**config.mk**
```make
export PLATFORM = sky130hd
export DESIGN_NAME = huffman_code_builder_unit
export DESIGN_NICKNAME = d
export VERILOG_FILES = /design/src/hw/rtl/hcb_pkg.sv /design/src/hw/rtl/huffman_code_builder_unit.sv /design/src/hw/rtl/hcb_datapath.sv /design/src/hw/rtl/hcb_control.sv
export VERILOG_INCLUDE_DIRS = /design/src /design/src/hw/rtl
export SDC_FILE = /design/constraint.sdc
export NUM_CORES = 1
export LEC_CHECK = 0
export ABC_AREA = 0
export BUFFER_PORTS_ARGS = -buffer_cell sky130_fd_sc_hd__buf_2
export CAP_MARGIN = 5
export CORE_ASPECT_RATIO = 0.6
export CORE_MARGIN = 3
export CORE_UTILIZATION = 60
export DETAILED_ROUTE_END_ITERATION = 6
export GPL_TIMING_DRIVEN = 0
export HOLD_SLACK_MARGIN = 0.08
export PLACE_DENSITY = 0.74
export SLEW_MARGIN = 20
export SYNTH_ARGS = -nofsm -noshare
export SYNTH_HDL_FRONTEND = slang
export SYNTH_HIERARCHICAL = 1
export SYNTH_SLANG_ARGS = --single-unit
```
**constraint.sdc**
```tcl
create_clock -name clk -period 5.2 [get_ports clk]
set_clock_uncertainty 0.15 [all_clocks]
set_input_delay 0.78 -clock clk [delete_from_list [all_inputs] [get_ports clk]]
set_output_delay 0.78 -clock clk [all_outputs]
set_load 0.005 [all_outputs]
```
**src/hw/rtl/huffman_code_builder_unit_defines.svh**
```systemverilog
// Assertion macros shared by the Huffman code builder RTL.
// Depends on nothing; included by the top level.
`ifndef HUFFMAN_CODE_BUILDER_UNIT_DEFINES_SVH
`define HUFFMAN_CODE_BUILDER_UNIT_DEFINES_SVH

// Implication checked on every clock edge outside reset.
`define HCB_ASSERT_IMPL(label, clk, rst_n, pre, post, msg) \
	label: assert property (@(posedge clk) disable iff (!rst_n) (pre) |-> (post)) \
		else $error(msg);

// Next-cycle implication checked outside reset.
`define HCB_ASSERT_NEXT(label, clk, rst_n, pre, post, msg) \
	label: assert property (@(posedge clk) disable iff (!rst_n) (pre) |=> (post)) \
		else $error(msg);

`endif

```
**src/hw/rtl/hcb_pkg.sv**
```systemverilog
// Package for the Huffman code builder: sizes, widths and the control types.
// Depends on nothing; used by every module of the block.
`default_nettype none
package hcb_pkg;
	localparam int NumSymbolsDef = 6;
	localparam int WeightW = 16;
	localparam int NodeWeightW = 19;
	localparam int SymbolW = 3;
	localparam int CodeBitsW = 5;
	localparam int CodeLenW = 3;

	typedef enum logic [5:0] {
		ST_LOAD  = 6'b000001,
		ST_PICKA = 6'b000010,
		ST_PICKB = 6'b000100,
		ST_MERGE = 6'b001000,
		ST_WALK  = 6'b010000,
		ST_EMIT  = 6'b100000
	} state_t;

	typedef struct packed {
		logic load;
		logic scan_start;
		logic take_a;
		logic take_b;
		logic merge;
		logic walk_start;
		logic walk_step;
		logic next_sym;
		logic clear;
	} cmd_t;

	typedef struct packed {
		logic scan_done;
		logic walk_done;
		logic last_load;
		logic last_merge;
		logic last_symbol;
	} sts_t;
endpackage
`default_nettype wire

```
**src/hw/rtl/huffman_code_builder_unit.sv**
```systemverilog
// Throughput: a symbol weight is taken each cycle until the last one of a set.
// Each merge round scans the live nodes twice for the two lightest, then merges them;
// after the last merge each code is found by a parent walk from its leaf and then output.
// Reset clears the controller and all live flags; the next transfer starts a set.
`default_nettype none
`include "huffman_code_builder_unit_defines.svh"
module huffman_code_builder_unit #(
	parameter int NUM_SYMBOLS = hcb_pkg::NumSymbolsDef
) (
	input  wire logic        clk,
	input  wire logic        arst_n,
	input  wire logic        s_tvalid,
	output logic             s_tready,
	input  wire logic [15:0] s_tdata,  // weight[15:0]
	output logic             m_tvalid,
	input  wire logic        m_tready,
	output logic [15:0]      m_tdata,  // symbol[2:0], code_bits[7:3], code_length[10:8], zero
	output logic             m_tlast
);
	hcb_pkg::cmd_t                    cmd;
	hcb_pkg::sts_t                    sts;
	logic [hcb_pkg::SymbolW-1:0]      symbol;
	logic [hcb_pkg::CodeBitsW-1:0]    code_bits;
	logic [hcb_pkg::CodeLenW-1:0]     code_length;

	hcb_control u_ctrl (
		.clk(clk), .arst_n(arst_n), .s_tvalid(s_tvalid), .s_tready(s_tready),
		.m_tvalid(m_tvalid), .m_tready(m_tready), .m_tlast(m_tlast),
		.sts(sts), .cmd(cmd)
	);

	hcb_datapath #(.NUM_SYMBOLS(NUM_SYMBOLS)) u_dp (
		.clk(clk), .arst_n(arst_n), .cmd(cmd), .sts(sts), .weight(s_tdata),
		.symbol(symbol), .code_bits(code_bits), .code_length(code_length)
	);

	assign m_tdata = {5'b00000, code_length, code_bits, symbol};

	`HCB_ASSERT_IMPL(a_no_overlap, clk, arst_n, m_tvalid, !s_tready, "input open during output")
	`HCB_ASSERT_IMPL(a_len_nonzero, clk, arst_n, m_tvalid, code_length != '0, "zero code length")
	`HCB_ASSERT_NEXT(a_last_returns, clk, arst_n, m_tvalid && m_tready && m_tlast, s_tready, "not back to loading after last code")
endmodule
`default_nettype wire

```
**src/hw/rtl/hcb_datapath.sv**
```systemverilog
// Datapath of the Huffman code builder: node store, lightest-node scan and code walk.
// Depends on hcb_pkg; driven by hcb_control.
`default_nettype none
module hcb_datapath #(
	parameter int NUM_SYMBOLS = hcb_pkg::NumSymbolsDef
) (
	input  wire logic                         clk,
	input  wire logic                         arst_n,
	input  wire hcb_pkg::cmd_t                cmd,
	output hcb_pkg::sts_t                     sts,
	input  wire logic [hcb_pkg::WeightW-1:0]  weight,
	output logic [hcb_pkg::SymbolW-1:0]       symbol,
	output logic [hcb_pkg::CodeBitsW-1:0]     code_bits,
	output logic [hcb_pkg::CodeLenW-1:0]      code_length
);
	localparam int NodeCount = 2 * NUM_SYMBOLS - 1;
	localparam int IdxW = $clog2(NodeCount);
	localparam int SymCntW = $clog2(NUM_SYMBOLS + 1);
	localparam int LenW = $clog2(NodeCount + 1);
	localparam logic [IdxW-1:0] Root = IdxW'(NodeCount - 1);

	logic [hcb_pkg::NodeWeightW-1:0] weight_q [NodeCount];
	logic [IdxW-1:0]                 parent_q [NodeCount];
	logic [NodeCount-1:0]            branch_q;
	logic [NodeCount-1:0]            live_q;
	logic [SymCntW-1:0]              count_q;
	logic [IdxW-1:0]                 lim_q;
	logic [IdxW-1:0]                 scan_q;
	logic [IdxW-1:0]                 best_q;
	logic                            found_q;
	logic [IdxW-1:0]                 a_q;
	logic [IdxW-1:0]                 sym_q;
	logic [IdxW-1:0]                 node_q;
	logic [LenW-1:0]                 len_q;
	logic [NodeCount-1:0]            bits_q;
	logic                            better;

	assign better = live_q[scan_q] &&
		(!found_q || weight_q[scan_q] < weight_q[best_q]);

	always_ff @(posedge clk or negedge arst_n) begin
		if (!arst_n) begin
			live_q <= '0;
			count_q <= '0;
			lim_q <= IdxW'(NUM_SYMBOLS);
			scan_q <= IdxW'(NUM_SYMBOLS);
			found_q <= 1'b0;
			sym_q <= '0;
		end else begin
			if (cmd.load) begin
				live_q[IdxW'(count_q)] <= 1'b1;
				count_q <= count_q + 1'b1;
			end
			if (cmd.scan_start) begin
				scan_q <= '0;
				found_q <= 1'b0;
			end else if (!sts.scan_done) begin
				if (better) found_q <= 1'b1;
				scan_q <= scan_q + 1'b1;
			end
			if (cmd.take_a) live_q[best_q] <= 1'b0;
			if (cmd.take_b) live_q[best_q] <= 1'b0;
			if (cmd.merge) begin
				live_q[lim_q] <= 1'b1;
				lim_q <= lim_q + 1'b1;
			end
			if (cmd.next_sym) sym_q <= sym_q + 1'b1;
			if (cmd.clear) begin
				live_q <= '0;
				count_q <= '0;
				lim_q <= IdxW'(NUM_SYMBOLS);
				scan_q <= IdxW'(NUM_SYMBOLS);
				sym_q <= '0;
			end
		end
	end

	always_ff @(posedge clk) begin
		if (cmd.load) weight_q[IdxW'(count_q)] <= {3'b000, weight};
		if (!cmd.scan_start && !sts.scan_done && better) best_q <= scan_q;
		if (cmd.take_a) a_q <= best_q;
		if (cmd.merge) begin
			weight_q[lim_q] <= weight_q[a_q] + weight_q[best_q];
			parent_q[a_q] <= lim_q;
			branch_q[a_q] <= 1'b0;
			parent_q[best_q] <= lim_q;
			branch_q[best_q] <= 1'b1;
		end
		if (cmd.walk_start) begin
			node_q <= cmd.next_sym ? sym_q + 1'b1 : sym_q;
			len_q <= '0;
			bits_q <= '0;
		end else if (cmd.walk_step && !sts.walk_done) begin
			bits_q[len_q[IdxW-1:0]] <= branch_q[node_q];
			len_q <= len_q + 1'b1;
			node_q <= parent_q[node_q];
		end
	end

	always_comb begin
		sts.scan_done = (scan_q == lim_q);
		sts.walk_done = (node_q == Root);
		sts.last_load = (count_q == SymCntW'(NUM_SYMBOLS - 1));
		sts.last_merge = (lim_q == Root);
		sts.last_symbol = (sym_q == IdxW'(NUM_SYMBOLS - 1));
	end

	assign symbol = hcb_pkg::SymbolW'(sym_q);
	assign code_bits = hcb_pkg::CodeBitsW'(bits_q);
	assign code_length = hcb_pkg::CodeLenW'(len_q);
endmodule
`default_nettype wire

```
**src/hw/rtl/hcb_control.sv**
```systemverilog
// Controller of the Huffman code builder: sequences loading, merging and code output.
// Depends on hcb_pkg; commands hcb_datapath.
`default_nettype none
module hcb_control (
	input  wire logic          clk,
	input  wire logic          arst_n,
	input  wire logic          s_tvalid,
	output logic               s_tready,
	output logic               m_tvalid,
	input  wire logic          m_tready,
	output logic               m_tlast,
	input  wire hcb_pkg::sts_t sts,
	output hcb_pkg::cmd_t      cmd
);
	hcb_pkg::state_t state_q;
	logic            in_fire;
	logic            out_fire;

	assign s_tready = (state_q == hcb_pkg::ST_LOAD);
	assign m_tvalid = (state_q == hcb_pkg::ST_EMIT);
	assign m_tlast = sts.last_symbol;
	assign in_fire = s_tvalid && s_tready;
	assign out_fire = m_tvalid && m_tready;

	always_comb begin
		cmd = '0;
		cmd.load = in_fire;
		cmd.scan_start = (in_fire && sts.last_load) ||
			(state_q == hcb_pkg::ST_PICKA && sts.scan_done) ||
			(state_q == hcb_pkg::ST_MERGE && !sts.last_merge);
		cmd.take_a = (state_q == hcb_pkg::ST_PICKA) && sts.scan_done;
		cmd.take_b = (state_q == hcb_pkg::ST_PICKB) && sts.scan_done;
		cmd.merge = (state_q == hcb_pkg::ST_MERGE);
		cmd.walk_start = (state_q == hcb_pkg::ST_MERGE && sts.last_merge) ||
			(out_fire && !sts.last_symbol);
		cmd.walk_step = (state_q == hcb_pkg::ST_WALK);
		cmd.next_sym = out_fire && !sts.last_symbol;
		cmd.clear = out_fire && sts.last_symbol;
	end

	always_ff @(posedge clk or negedge arst_n) begin
		if (!arst_n) begin
			state_q <= hcb_pkg::ST_LOAD;
		end else begin
			unique case (state_q)
				hcb_pkg::ST_LOAD: begin
					if (in_fire && sts.last_load) state_q <= hcb_pkg::ST_PICKA;
				end
				hcb_pkg::ST_PICKA: begin
					if (sts.scan_done) state_q <= hcb_pkg::ST_PICKB;
				end
				hcb_pkg::ST_PICKB: begin
					if (sts.scan_done) state_q <= hcb_pkg::ST_MERGE;
				end
				hcb_pkg::ST_MERGE: begin
					state_q <= sts.last_merge ? hcb_pkg::ST_WALK : hcb_pkg::ST_PICKA;
				end
				hcb_pkg::ST_WALK: begin
					if (sts.walk_done) state_q <= hcb_pkg::ST_EMIT;
				end
				hcb_pkg::ST_EMIT: begin
					if (out_fire)
						state_q <= sts.last_symbol ? hcb_pkg::ST_LOAD : hcb_pkg::ST_WALK;
				end
				default: state_q <= hcb_pkg::ST_LOAD;
			endcase
		end
	end
endmodule
`default_nettype wire
```
==> impl_metrics.json <==
{
  "worstSetupEndpointType": "flip-flop",
  "dr.pass1.iters": 7,
  "drt_iter0_drc": 2673,
  "p_per_area_nw_per_um2": 620,
  "cts_tree": "yes",
  "antenna_cells": 0,
  "async_flop_share_pct": 10.0,
  "clock_path_buffers": 3,
  "grt_overflow": 0,
  "finalCriticalPeriod_ns": 5.20,
  "numCtsBuffers": 31,
  "worstSkewPairLatency_ns": 0.62,
  "syn_to_final_growth_pct": 9.77,
  "fin_hold_ws_ns": 0.103,
  "multi_input_area_um2": 9680,
  "crit_type": "reg -> reg",
  "drc": 0,
  "nFillCells": 2441,
  "crit_chain": "buf_2 -> clkbuf_2 -> mux4_2 -> nand2_1 -> nand2_1 -> nand2_1 -> o31a_1 -> inv_1 -> ha_1 -> buf_2 -> a211o_1 -> a311oi_1 -> or2_2 -> a31oi_1 -> xnor2_2 -> o21ai_0",
  "dp_slack_ns": -0.547,
  "cts_max_level": 1,
  "viasPerCell": 6.97,
  "synthesis.area_um2": 20000,
  "post_drt_wl_per_cell_um": 29.6,
  "clock.fmax_mhz": 192,
  "core_area_um2": 32700,
  "p_total_w": 0.0136,
  "finalCritPeriodShare_pct": 99.9,
  "cts.sinks": 330,
  "cts_hold_buf": 0,
  "grt_max_degree": 34,
  "arrival_ns": 5.37,
  "grt_pass1_vias": 14200,
  "layout-drive-gt1-share_pct": 20.2,
  "synthFlopType": "edfxtp_1",
  "critPathTopFamily": "compound AO/OA/AOI/OAI gates",
  "path_common_cell": "nand2_1",
  "min_path_type": "in -> async",
  "start_util_pct": 61.3,
  "max-cap-violations": 0,
  "setup_slack_ns": 0.00268,
  "path_clk_slew_ns": 0.07,
  "yosys-top-cells-area": "edfxtp_1, mux4_2, nand2_1",
  "critPathLaunchType": "flip-flop",
  "drt-total-wl_mm": 66.3,
  "die_y_um": 148,
  "grt_setup_unrepaired": "no",
  "ios": 39,
  "crit_path_max_fanout": 10,
  "r2r.worst_path.cells": 16,
  "netlist_instances": 1703,
  "ir_drop_uv": 433,
  "grt_pass1_wl_mm": 95.2,
  "fin_area_um2": 22000,
  "synth_edf_count": 276,
  "die_area_um2": 35700,
  "synth_top_cell_by_area": "edfxtp_1",
  "worst-path-stages": 16,
  "final_util_pct": 67.3,
  "synth.distinct_cells": 79,
  "synth_top_cell_area_share_pct": 41.4,
  "yosysSeqAreaShare_pct": 47.6,
  "mostFrequentLayoutCells": "nand2_1, edfxtp_1, o21ai_0, mux4_2, nor2_1",
  "cts_root_buf": "clkbuf_16",
  "antenna_found_initial": 1,
  "fp-row-count": 51,
  "status": "complete, no violations",
  "track_usage_pct": 36.7,
  "worstMarginPinSlew_ns": 1.15,
  "setup_viol_count_final": 0,
  "yosysWarnings": 6,
  "vias": 15600,
  "synth_seq_cells": 330,
  "hold_violations": 0,
  "place_area_um2": 20700,
  "total_leakage_power_nw": 8.38,
  "gp_congestion": 0.989,
  "relSlewSlack_pct": 22.7,
  "critPathRequiredTime_ns": 5.37,
  "slowest_stage": "xnor2_2",
  "crit_buf_inv": 4,
  "io_buffers": 19,
  "die_w_um": 242,
  "ant_nets": 0,
  "syn_area_per_cell_um2": 11.8,
  "dp_hpwl_mm": 49.0,
  "fin_nets": 1836,
  "cpPeakStageDelay_ns": 0.56,
  "final_common_cell": "nand2_1",
  "regArea_um2": 9540,
  "drv_slew": 0
}
## cell type report
type                       instances  share of cell area (%)
buffer                           138                    3.46
clock buffer                      40                    4.05
clock inverter                    17                   0.836
inverter                          57                   0.973
multi-input combinational       1182                    44.0
sequential                       330                    43.4
tap                              450                    2.56
timing repair buffer              22                   0.706
## where the power goes
part / switching, W / internal [W] / leakage (nW) / total [W]
combinational: 0.00495 / 0.00259 / 4.68 / 0.00754
clock: 0.00107 / 0.00136 / 0.540 / 0.00243
sequential: 0.000217 / 0.00343 / 3.16 / 0.00365
## final timing paths
kind,startpoint,end,slack [ns]
setup reg to reg,flip-flop,u_dp/weight_q[7][15]$_DFFE_PP_,0.003
setup / recovery,flip-flop,u_dp/weight_q[7][15]$_DFFE_PP_,0.003
min in group clk,m_tready,u_ctrl/state_q[5]$_DFFE_PN0P_,0.30
hold reg to reg,u_dp/best_q[0]$_DFFE_PP_,u_dp/a_q[0]$_DFFE_PP_,0.32
max in group asynchronous,arst_n,u_dp/count_q[2]$_DFFE_PN0P_,4.25
hold / removal,arst_n,u_dp/found_q$_DFFE_PN0P_,0.10
## stage by stage
stage,cells,setup TNS [ns]
CTS,2235,0
detailed placement,2176,-18.24
finish,2236,0
global route,2236,0
floorplan,1707,0
global placement,2176,-8.73
## kinds of logic after synthesis
logic type,Yosys count,synth area share (%)
AOI/OAI and AO/OA,315,9.21
xor gates and xnor gates,38,1.77
adders and majority gates,54,3.41
buffers and inverters,195,4.71
DFF,330,47.6
muxes,255,22.0
other,1,0.0187
and+or+nand+nor,515,11.3
## cells in the mapped netlist (all sizes together) (16+ instances only)
cell type and number:
edfxtp 276, buf 65, a21oi 40, dfrtp 28, o21ai 183, a211oi 19
mux2i 64, o31a 17, xor2 22, nor2b 23, mux4 143, inv 56
nand3 17, mux2 48, nor3 21, xnor2 16, dfxtp 21, nand2 297
ha 53, nor2 101, clkbuf 72
## state kept, by name, summed over array words and instances, names as in the netlist, named ones only
register and count:
u_dp/node_q 4, u_dp/bits_q 5, u_dp/branch_q 11, u_dp/scan_q 4, u_dp/parent_q 44, u_ctrl/state_q 6
u_dp/a_q 4, u_dp/found_q 1, u_dp/live_q 11, u_dp/best_q 4, u_dp/lim_q 4, u_dp/sym_q 4
u_dp/len_q 4, u_dp/weight_q 209, u_dp/count_q 3
## routing by layer
| layer | global-route usage, % | vias up | part of all wire (%) |
|---|---|---|---|
| met3 | 23.9 | 86 | 23 |
| met4 | 4.26 | 4 | 1.1 |
| li1 | - | 6444 | - |
| met2 | 43.6 | 1408 | 36 |
| met1 | 56.0 | 7640 | 40 |
| met5 | 1.87 | - | 0.15 |
## what timing repair did
item / in CTS / in global routing
setup buffers: 2 / 1
cloned: 0 / 0
resized for setup: 14 / 23
setup endpoints to repair: 108 / 113
pin swaps: 2 / 1
No activity file was read; power rests on OpenSTA's default activity.
